File: config.mk
export PLATFORM = sky130hd
export DESIGN_NAME = dqpi_ctrl
export DESIGN_NICKNAME = d
export VERILOG_FILES = /design/src/rtl/dqpi_pkg.sv /design/src/rtl/dqpi_ctrl.sv
export SDC_FILE = /design/constraint.sdc
export NUM_CORES = 1
export LEC_CHECK = 0
export ABC_AREA = 1
export ABC_CLOCK_PERIOD_IN_PS = 3450
export BUFFER_PORTS_ARGS = -buffer_cell sky130_fd_sc_hd__buf_4
export CAP_MARGIN = 40
export CORE_UTILIZATION = 50
export CTS_CLUSTER_DIAMETER = 100
export DETAILED_ROUTE_END_ITERATION = 10
export PLACE_DENSITY = 0.72
export SYNTH_ARGS = -nofsm -noshare
export SYNTH_HDL_FRONTEND = slang
export SYNTH_SLANG_ARGS = --single-unit
File: constraint.sdc
create_clock -name clk -period 3.45 [get_ports clk]
set_input_delay 1.035 -clock clk [delete_from_list [all_inputs] [get_ports clk]]
set_output_delay 1.035 -clock clk [all_outputs]
set_load 0.01 [all_outputs]
File: src/rtl/dqpi_pkg.sv
`timescale 1ns / 1ps

package dqpi_pkg;

	// integrator width default and internal working width
	localparam int DATA_WIDTH_DEF = 32;
	localparam int WIDE = 64;

	// configuration port
	localparam int CFG_IDX_W = 3;
	localparam int CFG_DATA_W = 32;
	localparam logic [CFG_IDX_W-1:0] REG_VOLTAGE_LIMIT = 3'd0;
	localparam logic [CFG_IDX_W-1:0] REG_ERROR_LIMIT = 3'd1;
	localparam logic [CFG_IDX_W-1:0] REG_INDUCTANCE = 3'd2;
	localparam logic [CFG_IDX_W-1:0] REG_PROP_GAIN = 3'd3;
	localparam logic [CFG_IDX_W-1:0] REG_INTEGRAL_GAIN = 3'd4;

	// 0.95 in Q0.16
	localparam logic [31:0] MOD_LIMIT_Q16 = 32'd62259;

	// iteration counts of the shared root and divide units
	localparam int ITER_W = 6;
	localparam logic [ITER_W-1:0] SQRT_DONE = 6'd32;
	localparam logic [ITER_W-1:0] DIV_LAST = 6'd63;

	typedef struct packed {
		logic signed [31:0] current_d;
		logic signed [31:0] current_q;
		logic signed [31:0] current_setpoint;
		logic signed [31:0] electrical_speed;
		logic [30:0]        bus_voltage;
	} in_item_t;

	typedef struct packed {
		logic signed [31:0] voltage_d;
		logic signed [31:0] voltage_q;
	} out_item_t;

	typedef enum logic [2:0] {
		ST_IDLE, ST_MUL, ST_NORM, ST_SQRT, ST_DIV, ST_DIV_END, ST_OUT
	} ctrl_state_t;

	typedef enum logic [2:0] {
		DP_IDLE, DP_LOAD, DP_MUL, DP_NORM, DP_SQRT, DP_DIV, DP_DIV_END, DP_OUT
	} dp_op_t;

	// products in issue order
	typedef enum logic [3:0] {
		PR_BUS, PR_LW, PR_FFQ, PR_FFD, PR_PD, PR_PQ,
		PR_SD2, PR_SQ2, PR_ND, PR_NQ, PR_ID, PR_IQ
	} prod_t;

	typedef struct packed {
		dp_op_t     op;
		prod_t      prod;
		logic [1:0] phase;
	} dp_cmd_t;

	typedef struct packed {
		logic norm_done;
		logic limit;
		logic m_zero;
	} dp_status_t;

	function automatic logic [WIDE-1:0] apply_sign(input logic [WIDE-1:0] m, input logic neg);
		return neg ? (64'd0 - m) : m;
	endfunction

	function automatic logic [WIDE-1:0] mag64(input logic [WIDE-1:0] v);
		return v[WIDE-1] ? (64'd0 - v) : v;
	endfunction

	function automatic logic [31:0] mag32(input logic [31:0] v);
		return v[31] ? (32'd0 - v) : v;
	endfunction

endpackage

File: src/rtl/dqpi_ctrl.sv
`timescale 1ns / 1ps

module dqpi_ctrl (
	input  logic                 clk,
	input  logic                 arst_n,
	input  logic                 in_valid,
	output logic                 in_stall,
	output logic                 out_valid,
	input  logic                 out_stall,
	input  dqpi_pkg::dp_status_t status,
	output dqpi_pkg::dp_cmd_t    cmd
);
	import dqpi_pkg::*;

	ctrl_state_t state_q, state_n;
	prod_t prod_q, prod_n;
	logic [1:0] phase_q, phase_n;
	logic [ITER_W-1:0] iter_q, iter_n;
	logic out_valid_q;

	// state registers
	always_ff @(posedge clk or negedge arst_n) begin
		if (!arst_n) begin
			state_q <= ST_IDLE;
			prod_q <= PR_BUS;
			phase_q <= 2'd0;
			iter_q <= '0;
		end else begin
			state_q <= state_n;
			prod_q <= prod_n;
			phase_q <= phase_n;
			iter_q <= iter_n;
		end
	end

	// next state and datapath commands
	always_comb begin
		state_n = state_q;
		prod_n = prod_q;
		phase_n = phase_q;
		iter_n = iter_q;
		cmd.op = DP_IDLE;
		cmd.prod = prod_q;
		cmd.phase = phase_q;
		case (state_q)
			ST_IDLE: begin
				if (in_valid) begin
					cmd.op = DP_LOAD;
					state_n = ST_MUL;
					prod_n = PR_BUS;
					phase_n = 2'd0;
				end
			end
			ST_MUL: begin
				cmd.op = DP_MUL;
				phase_n = phase_q + 2'd1;
				if (phase_q == 2'd3) begin
					case (prod_q)
						PR_PQ: state_n = ST_NORM;
						PR_SQ2: begin
							state_n = ST_SQRT;
							iter_n = '0;
						end
						PR_ND, PR_NQ: begin
							state_n = ST_DIV;
							iter_n = '0;
						end
						PR_IQ: state_n = ST_OUT;
						default: prod_n = prod_t'(prod_q + 4'd1);
					endcase
				end
			end
			ST_NORM: begin
				if (status.norm_done) begin
					state_n = ST_MUL;
					prod_n = PR_SD2;
				end else begin
					cmd.op = DP_NORM;
				end
			end
			ST_SQRT: begin
				if (iter_q == SQRT_DONE) begin
					// decide whether the vector needs scaling
					state_n = ST_MUL;
					prod_n = status.limit ? PR_ND : PR_ID;
				end else begin
					cmd.op = DP_SQRT;
					iter_n = iter_q + 6'd1;
				end
			end
			ST_DIV: begin
				cmd.op = DP_DIV;
				iter_n = iter_q + 6'd1;
				if (iter_q == DIV_LAST) begin
					state_n = ST_DIV_END;
				end
			end
			ST_DIV_END: begin
				cmd.op = DP_DIV_END;
				state_n = ST_MUL;
				prod_n = (prod_q == PR_ND) ? PR_NQ : PR_ID;
			end
			ST_OUT: begin
				if (!out_valid_q || !out_stall) begin
					cmd.op = DP_OUT;
					state_n = ST_IDLE;
				end
			end
			default: state_n = ST_IDLE;
		endcase
	end

	// output beat valid
	always_ff @(posedge clk or negedge arst_n) begin
		if (!arst_n) begin
			out_valid_q <= 1'b0;
		end else if (cmd.op == DP_OUT) begin
			out_valid_q <= 1'b1;
		end else if (!out_stall) begin
			out_valid_q <= 1'b0;
		end
	end

	assign out_valid = out_valid_q;
	assign in_stall = (state_q != ST_IDLE);

endmodule

==> out/results.txt, run 1 <==
Flop pwr share: 58.0%
Rows: 17
Switching Share: 20.91%
Synth cell types: 26
Crit path launch type: register
Hold EP: out_valid$_DFFE_PN0P_
Top-count cell post-synth: nand2_1
Total track usage: 23.52%
Sw Pwr: 67.56 uW
Final Hold Viols: 0
Proportion of layout cells with a drive suffix above 1: 18.46%
PostCTS Resize Cnt: 0
DP Cell Count: 219
Antenna fix cells: 0
Worst hold slack: 0.5116 ns
DRT iter0 DRCs: 11
Area growth syn-to-layout: 13.91%
Largest area contributor in the netlist: dfrtp_1
Syn. warnings: 0
Hold WC Path Type: register to register
Total gr overflow: 0
DRC Markers: 0
DP Area: 0.001378 mm^2
Port buffer count: 16
Largest net degree at the start of global routing: 17
First-pass GRT wire length: 4.554 mm
Primary FF master, synth: dfrtp_1
Nets: 209
Max_slew headroom: 70.04%
Horiz. Die Dim: 51.83 um
Core area: 0.002276 mm^2
Htree depth: 1
Final std cells w/o fill: 223
Max Root-Sink Buffers: 2
Critical Path RT: 2.41 ns
GPL Wtd Cong: 0.8552
Cell Area, Synth: 0.001241 mm^2
Avg WL per Cell: 11.99 um
RSZ-0062 raised after global routing: false
Worst-margin pin slew: 0.4494 ns
Detailed placement HPWL: 2.090 mm
CTS hold repair buffers: 0
VDD IR max: 0.2646 mV
Worst setup EP type: output pin
Fmax: 364.7 MHz
Cells on worst reg2reg path: 10
Post-synthesis cell count: 177
Setup_tns: 0 ns
Number of antenna violations at the first check in global routing: 0
Vias/cell: 5.081
Final setup viols: 0
Clock power frac: 39.2%
Maxcap violations: 0
Initial Util: 54.54%
Fin crit share: 79.47%
FF-to-FF setup slack: 1.81 ns
Io pins: 18
CTS root buf: clkbuf_4
Power share of the combinational group: 2.8%
Setup bufs post-CTS: 0
Routed WL: 2.673 mm
ANT nets after route: 0
Top cells by area, synth: dfrtp_1 (32%), nand2_1 (16%), nand3_1 (7.7%), inv_1 (7.3%), ha_1 (6.0%)
Chip Height: 51.83 um
CTS tree: done
Hold path depth: 2
WS Path Type: register to output pin
Total internal power: 255.6 uW
Finished layout cell area: 0.001414 mm^2
Num CTS Buffers: 3
Outcome: finished clean
Clock-pin slew on the worst setup and hold paths: 0.10 ns
Via Count: 1133
Reg2reg end: prod_q[2]$_DFFE_PN0P_
Vias in the first global route: 1066
P_leak: 0.0007925 uW
Asr flop ratio synth: 100.0%
Mapped Nets: 190
Power after layout: 323.1 uW
Hold_sp: out_valid$_DFFE_PN0P_
Synth Area per Inst: 7.012 um^2
FF+latch count, synth: 16
Power density over the cells: 228.5 mW/mm^2
Clk_lat worst skew: 0.30 ns
Seq/Total Area, Yosys: 32.26%
Reg2reg start: prod_q[0]$_DFFE_PN0P_
Drt pass-1 iters: 4
WP data arrival: 1.71 ns
Post-synth top cells: nand2_1 (54), inv_1 (24), nand3_1 (19)
Die area: 0.002686 mm^2
CTS Sinks: 16
Worst-path fanout max: 8
Post-synth EDFFs: 0
Tmin final: 2.742 ns
Clk_skew: 0.01190 ns
Synth top area share: 32.26%
Fin. max-slew vios: 0
# fillers: 226
## worst max path at each step
stage	from	endpoint	slack (ns)
4_1_cts	state_q[2]$_DFFE_PN0P_	cmd[6]	0.70
3_5_place_dp	out_stall	cmd[6]	0.75
3_3_place_gp	out_stall	cmd[6]	0.78
6_report	state_q[2]$_DFFE_PN0P_	cmd[6]	0.71
2_1_floorplan	out_stall	cmd[6]	1.01
5_1_grt	state_q[2]$_DFFE_PN0P_	cmd[7]	0.51
## cell usage in the layout, fill, tap and decap left out, drive strengths merged
cell type | Yosys | layout
a21boi | 1 | 1
a21oi | 1 | 1
a22o | 1 | 1
buf | 2 | 16
clkbuf | 0 | 4
dfrtp | 16 | 16
ha | 6 | 6
inv | 25 | 25
nand2 | 57 | 57
nand3 | 23 | 23
nand3b | 3 | 3
nand4 | 2 | 2
nor2 | 21 | 21
o2111ai | 1 | 1
o21ai | 15 | 15
o22ai | 1 | 1
xnor2 | 2 | 2
## registers in the layout, indices dropped and copies added (netlist names)
signal / count
phase_q: 2
out_valid: 1
prod_q: 4
iter_q: 6
state_q: 3
## power by group through the flow
stage          Clock, uW  Sequential [uW]  Combinational (uW)
4_1_cts              132              187                9.66
3_3_place_gp           0              191                9.23
5_1_grt              139              187                10.8
2_1_floorplan          0              191               0.855
3_5_place_dp           0              191                9.45
6_report             127              187                9.10
## routing by layer
layer	vias up	track usage, %	part of all wire (%)
met5	-	0	0
met3	6	6.433	3.1
met1	504	31.14	49
met2	17	36.54	46
li1	606	-	-
met4	0	8.108	1.5
## stage by stage
stage / utilization, % / worst slack (ns)
finish: 62.12 / 0.7082
global route: 62.12 / 0.5070
CTS: 62.12 / 0.7037
detailed placement: 60.53 / 0.7513
global placement: 60.53 / 0.7777
floorplan: - / 1.007
## layout make-up
| cell class | count | area, um^2 | share of cell area, % |
|---|---|---|---|
| Tap cell | 28 | 35.03 | 2.478 |
| Sequential cell | 16 | 400.4 | 28.32 |
| Inverter | 25 | 93.84 | 6.637 |
| Multi-Input combinational cell | 134 | 728.2 | 51.50 |
| Clock buffer | 4 | 36.28 | 2.566 |
| Timing Repair Buffer | 16 | 120.1 | 8.496 |
## cells by family (layout without fill, tap and decap cells)
| logic type | count (synthesis) | after routing | share of synthesized area, % |
|---|---|---|---|
| AND/OR/NAND/NOR | 106 | 106 | 41.03 |
| buffers and inverters | 27 | 45 | 9.073 |
| AO/OA/AOI/OAI | 20 | 20 | 10.18 |
| adder cells (fa/ha/maj) | 6 | 6 | 6.048 |
| XOR/XNOR | 2 | 2 | 1.412 |
| flip-flops | 16 | 16 | 32.26 |
## critical path, stage by stage (launching register included)
cell	delay, ns
dfrtp_1	0.63
nand2_1	0.16
nor2_1	0.17
inv_1	0.07
nor2_1	0.09
inv_1	0.07
o2111ai_1	0.07
buf_4	0.15
Note: power is estimated with default switching activity, not from simulation.
==> inputs of run 2 (changes only) <==
- ABC_CLOCK_PERIOD_IN_PS: 3450 -> 2900
- clock period: 3.45 -> 2.9 ns (I/O delays scaled with it)
==> out/results.txt, run 2 (synthesis results as in run 1) <==
GPL Wtd Cong: 0.8595 (+0.50%)
DP Cell Count: 219 (unchanged)
DRT iter0 DRCs: 29 (+18)
Tmin final: 2.519 ns
Clock-pin slew on the worst setup and hold paths: 0.09 ns (about the same)
Fmax: 396.9 MHz
Fin. max-slew vios: 0 (unchanged)
Worst-path fanout max: 8 (unchanged)
ANT nets after route: 0 (unchanged)
Crit path launch type: register
Most common cell after layout, fill and taps aside: nand2_1
Initial Util: 54.54% (unchanged)
Max reg flops: 6 (unchanged)
WP data arrival: 1.65 ns (-0.06 ns)
VDD IR max: 0.2185 mV (-17%)
Horiz. Die Dim: 51.83 um (unchanged)
# fillers: 218 (-3.5%)
CTS root buf: clkbuf_4
Final setup viols: 0 (unchanged)
Vias in the first global route: 1096 (+2.8%)
CTS tree: done
Detailed placement HPWL: 2.058 mm (-1.6%)
First-pass GRT wire length: 4.602 mm (+1.1%)
Largest net degree at the start of global routing: 17 (unchanged)
Final Hold Viols: 0 (unchanged)
Total gr overflow: 0 (unchanged)
Outcome: finished clean
Vias/cell: 5.090 (+0.18%)
Number of antenna violations at the first check in global routing: 0 (unchanged)
Nets: 209 (unchanged)
Total track usage: 22.93% (-0.59 points)
Die area: 0.002686 mm^2 (unchanged)
Reg with most FFs: iter_q
Routed WL: 2.608 mm (-2.4%)
P_leak: 0.0007853 uW (-0.91%)
Num CTS Buffers: 3 (unchanged)
PostCTS Resize Cnt: 0 (unchanged)
Max_slew headroom: 70.59% (+0.55 points)
Final std cells w/o fill: 222 (-0.45%)
Worst-margin pin slew: 0.4412 ns (-0.008232 ns)
Drt pass-1 iters: 4 (unchanged)
Antenna fix cells: 0 (unchanged)
Worst setup EP type: output pin
Max Root-Sink Buffers: 2 (unchanged)
RSZ-0062 raised after global routing: false
Htree depth: 1 (unchanged)
CTS hold repair buffers: 0 (unchanged)
Port buffer count: 16 (unchanged)
Critical Path RT: 2.03 ns (-0.38 ns)
Clk_skew: 0.0005623 ns (-0.01134 ns)
Power density over the cells: 251.1 mW/mm^2 (+9.9%)
Most frequent cells in the layout: nand2_1 (54), inv_1 (24), nand3_1 (19)
Rows: 17 (unchanged)
Io pins: 18 (unchanged)
Fin crit share: 86.87%
Avg WL per Cell: 11.75 um (-2.0%)
Regs by FF count: iter_q x6, prod_q x4, state_q x3
CTS Sinks: 16 (unchanged)
Maxcap violations: 0 (unchanged)
DRC Markers: 0 (unchanged)
Area growth syn-to-layout: 12.80%
Core area: 0.002276 mm^2 (unchanged)
Proportion of layout cells with a drive suffix above 1: 18.04% (-0.42 points)
Hold WC Path Type: input pin to asynchronous set/reset pin
Chip Height: 51.83 um (unchanged)
Clk_lat worst skew: 0.28 ns (-0.02 ns)
Setup_tns: 0 ns (unchanged)
WS Path Type: register to output pin
Setup bufs post-CTS: 0 (unchanged)
Via Count: 1130 (-0.26%)
run 2: worst paths after layout:
kind / depth (start not counted) / slack (ns) / from / end
worst min register to register: 2 / 0.50 / out_valid$_DFFE_PN0P_ / out_valid$_DFFE_PN0P_
worst max register to register: 10 / 1.22 / prod_q[0]$_DFFE_PN0P_ / prod_q[0]$_DFFE_PN0P_
worst max-delay path: 7 / 0.38 / state_q[2]$_DFFE_PN0P_ / cmd[6]
min in group clk: 2 / 0.50 / out_valid$_DFFE_PN0P_ / out_valid$_DFFE_PN0P_
max in group asynchronous: 1 / 2.29 / arst_n / prod_q[3]$_DFFE_PN0P_
worst min-delay path: 1 / 0.43 / arst_n / state_q[1]$_DFFE_PN0P_
run 2: area by class of cell:
type | instances | area, um^2 | area share [%]
multi-input combinational | 134 | 728.2 | 52.01
sequential | 16 | 400.4 | 28.60
timing repair buffer | 16 | 120.1 | 8.579
inverter | 25 | 93.84 | 6.702
tap | 28 | 35.03 | 2.502
clock buffer | 3 | 22.52 | 1.609
run 2: through the flow:
| stage | total power [uW] | instance area, um^2 | utilization, % | hold slack (ns) | worst slack (ns) |
|---|---|---|---|---|---|
| 3_5_place_dp | 238.6 | 1378 | 60.53 | 0.4878 | 0.5367 |
| 2_1_floorplan | 228.4 | 1241 | - | 0.5297 | 0.7872 |
| 3_3_place_gp | 238.4 | 1378 | 60.53 | 0.4860 | 0.5522 |
| 4_1_cts | 353.9 | 1400 | 61.52 | 0.4391 | 0.3806 |
| 6_report | 351.6 | 1400 | 61.52 | 0.4261 | 0.3807 |
| 5_1_grt | 361.7 | 1400 | 61.52 | 0.4362 | 0.2089 |
run 2: routing by layer:
metal	wire length (um)	global-route usage, %	part of all wire (%)
met1	1330	31.25	51
met2	1178	37.61	45
met3	86	3.509	3.3
met4	12	5.856	0.46
met5	0	0	0
run 2: critical path: stages, from the launching register on:
cell and delay [ns]:
dfrtp_1 0.62, nand2_1 0.16, nor2_1 0.14, inv_1 0.07, nor2_1 0.09, inv_1 0.07
o2111ai_1 0.08, buf_4 0.15
run 2: power by group:
group	total [uW]	switching (uW)	internal (uW)	leakage, uW
clock	118	70.0	48.1	0.0000138
sequential	223	0.0000000000000291	223	0.000199
combinational	10.6	5.99	4.58	0.000573
total	352	76.0	276	0.000785
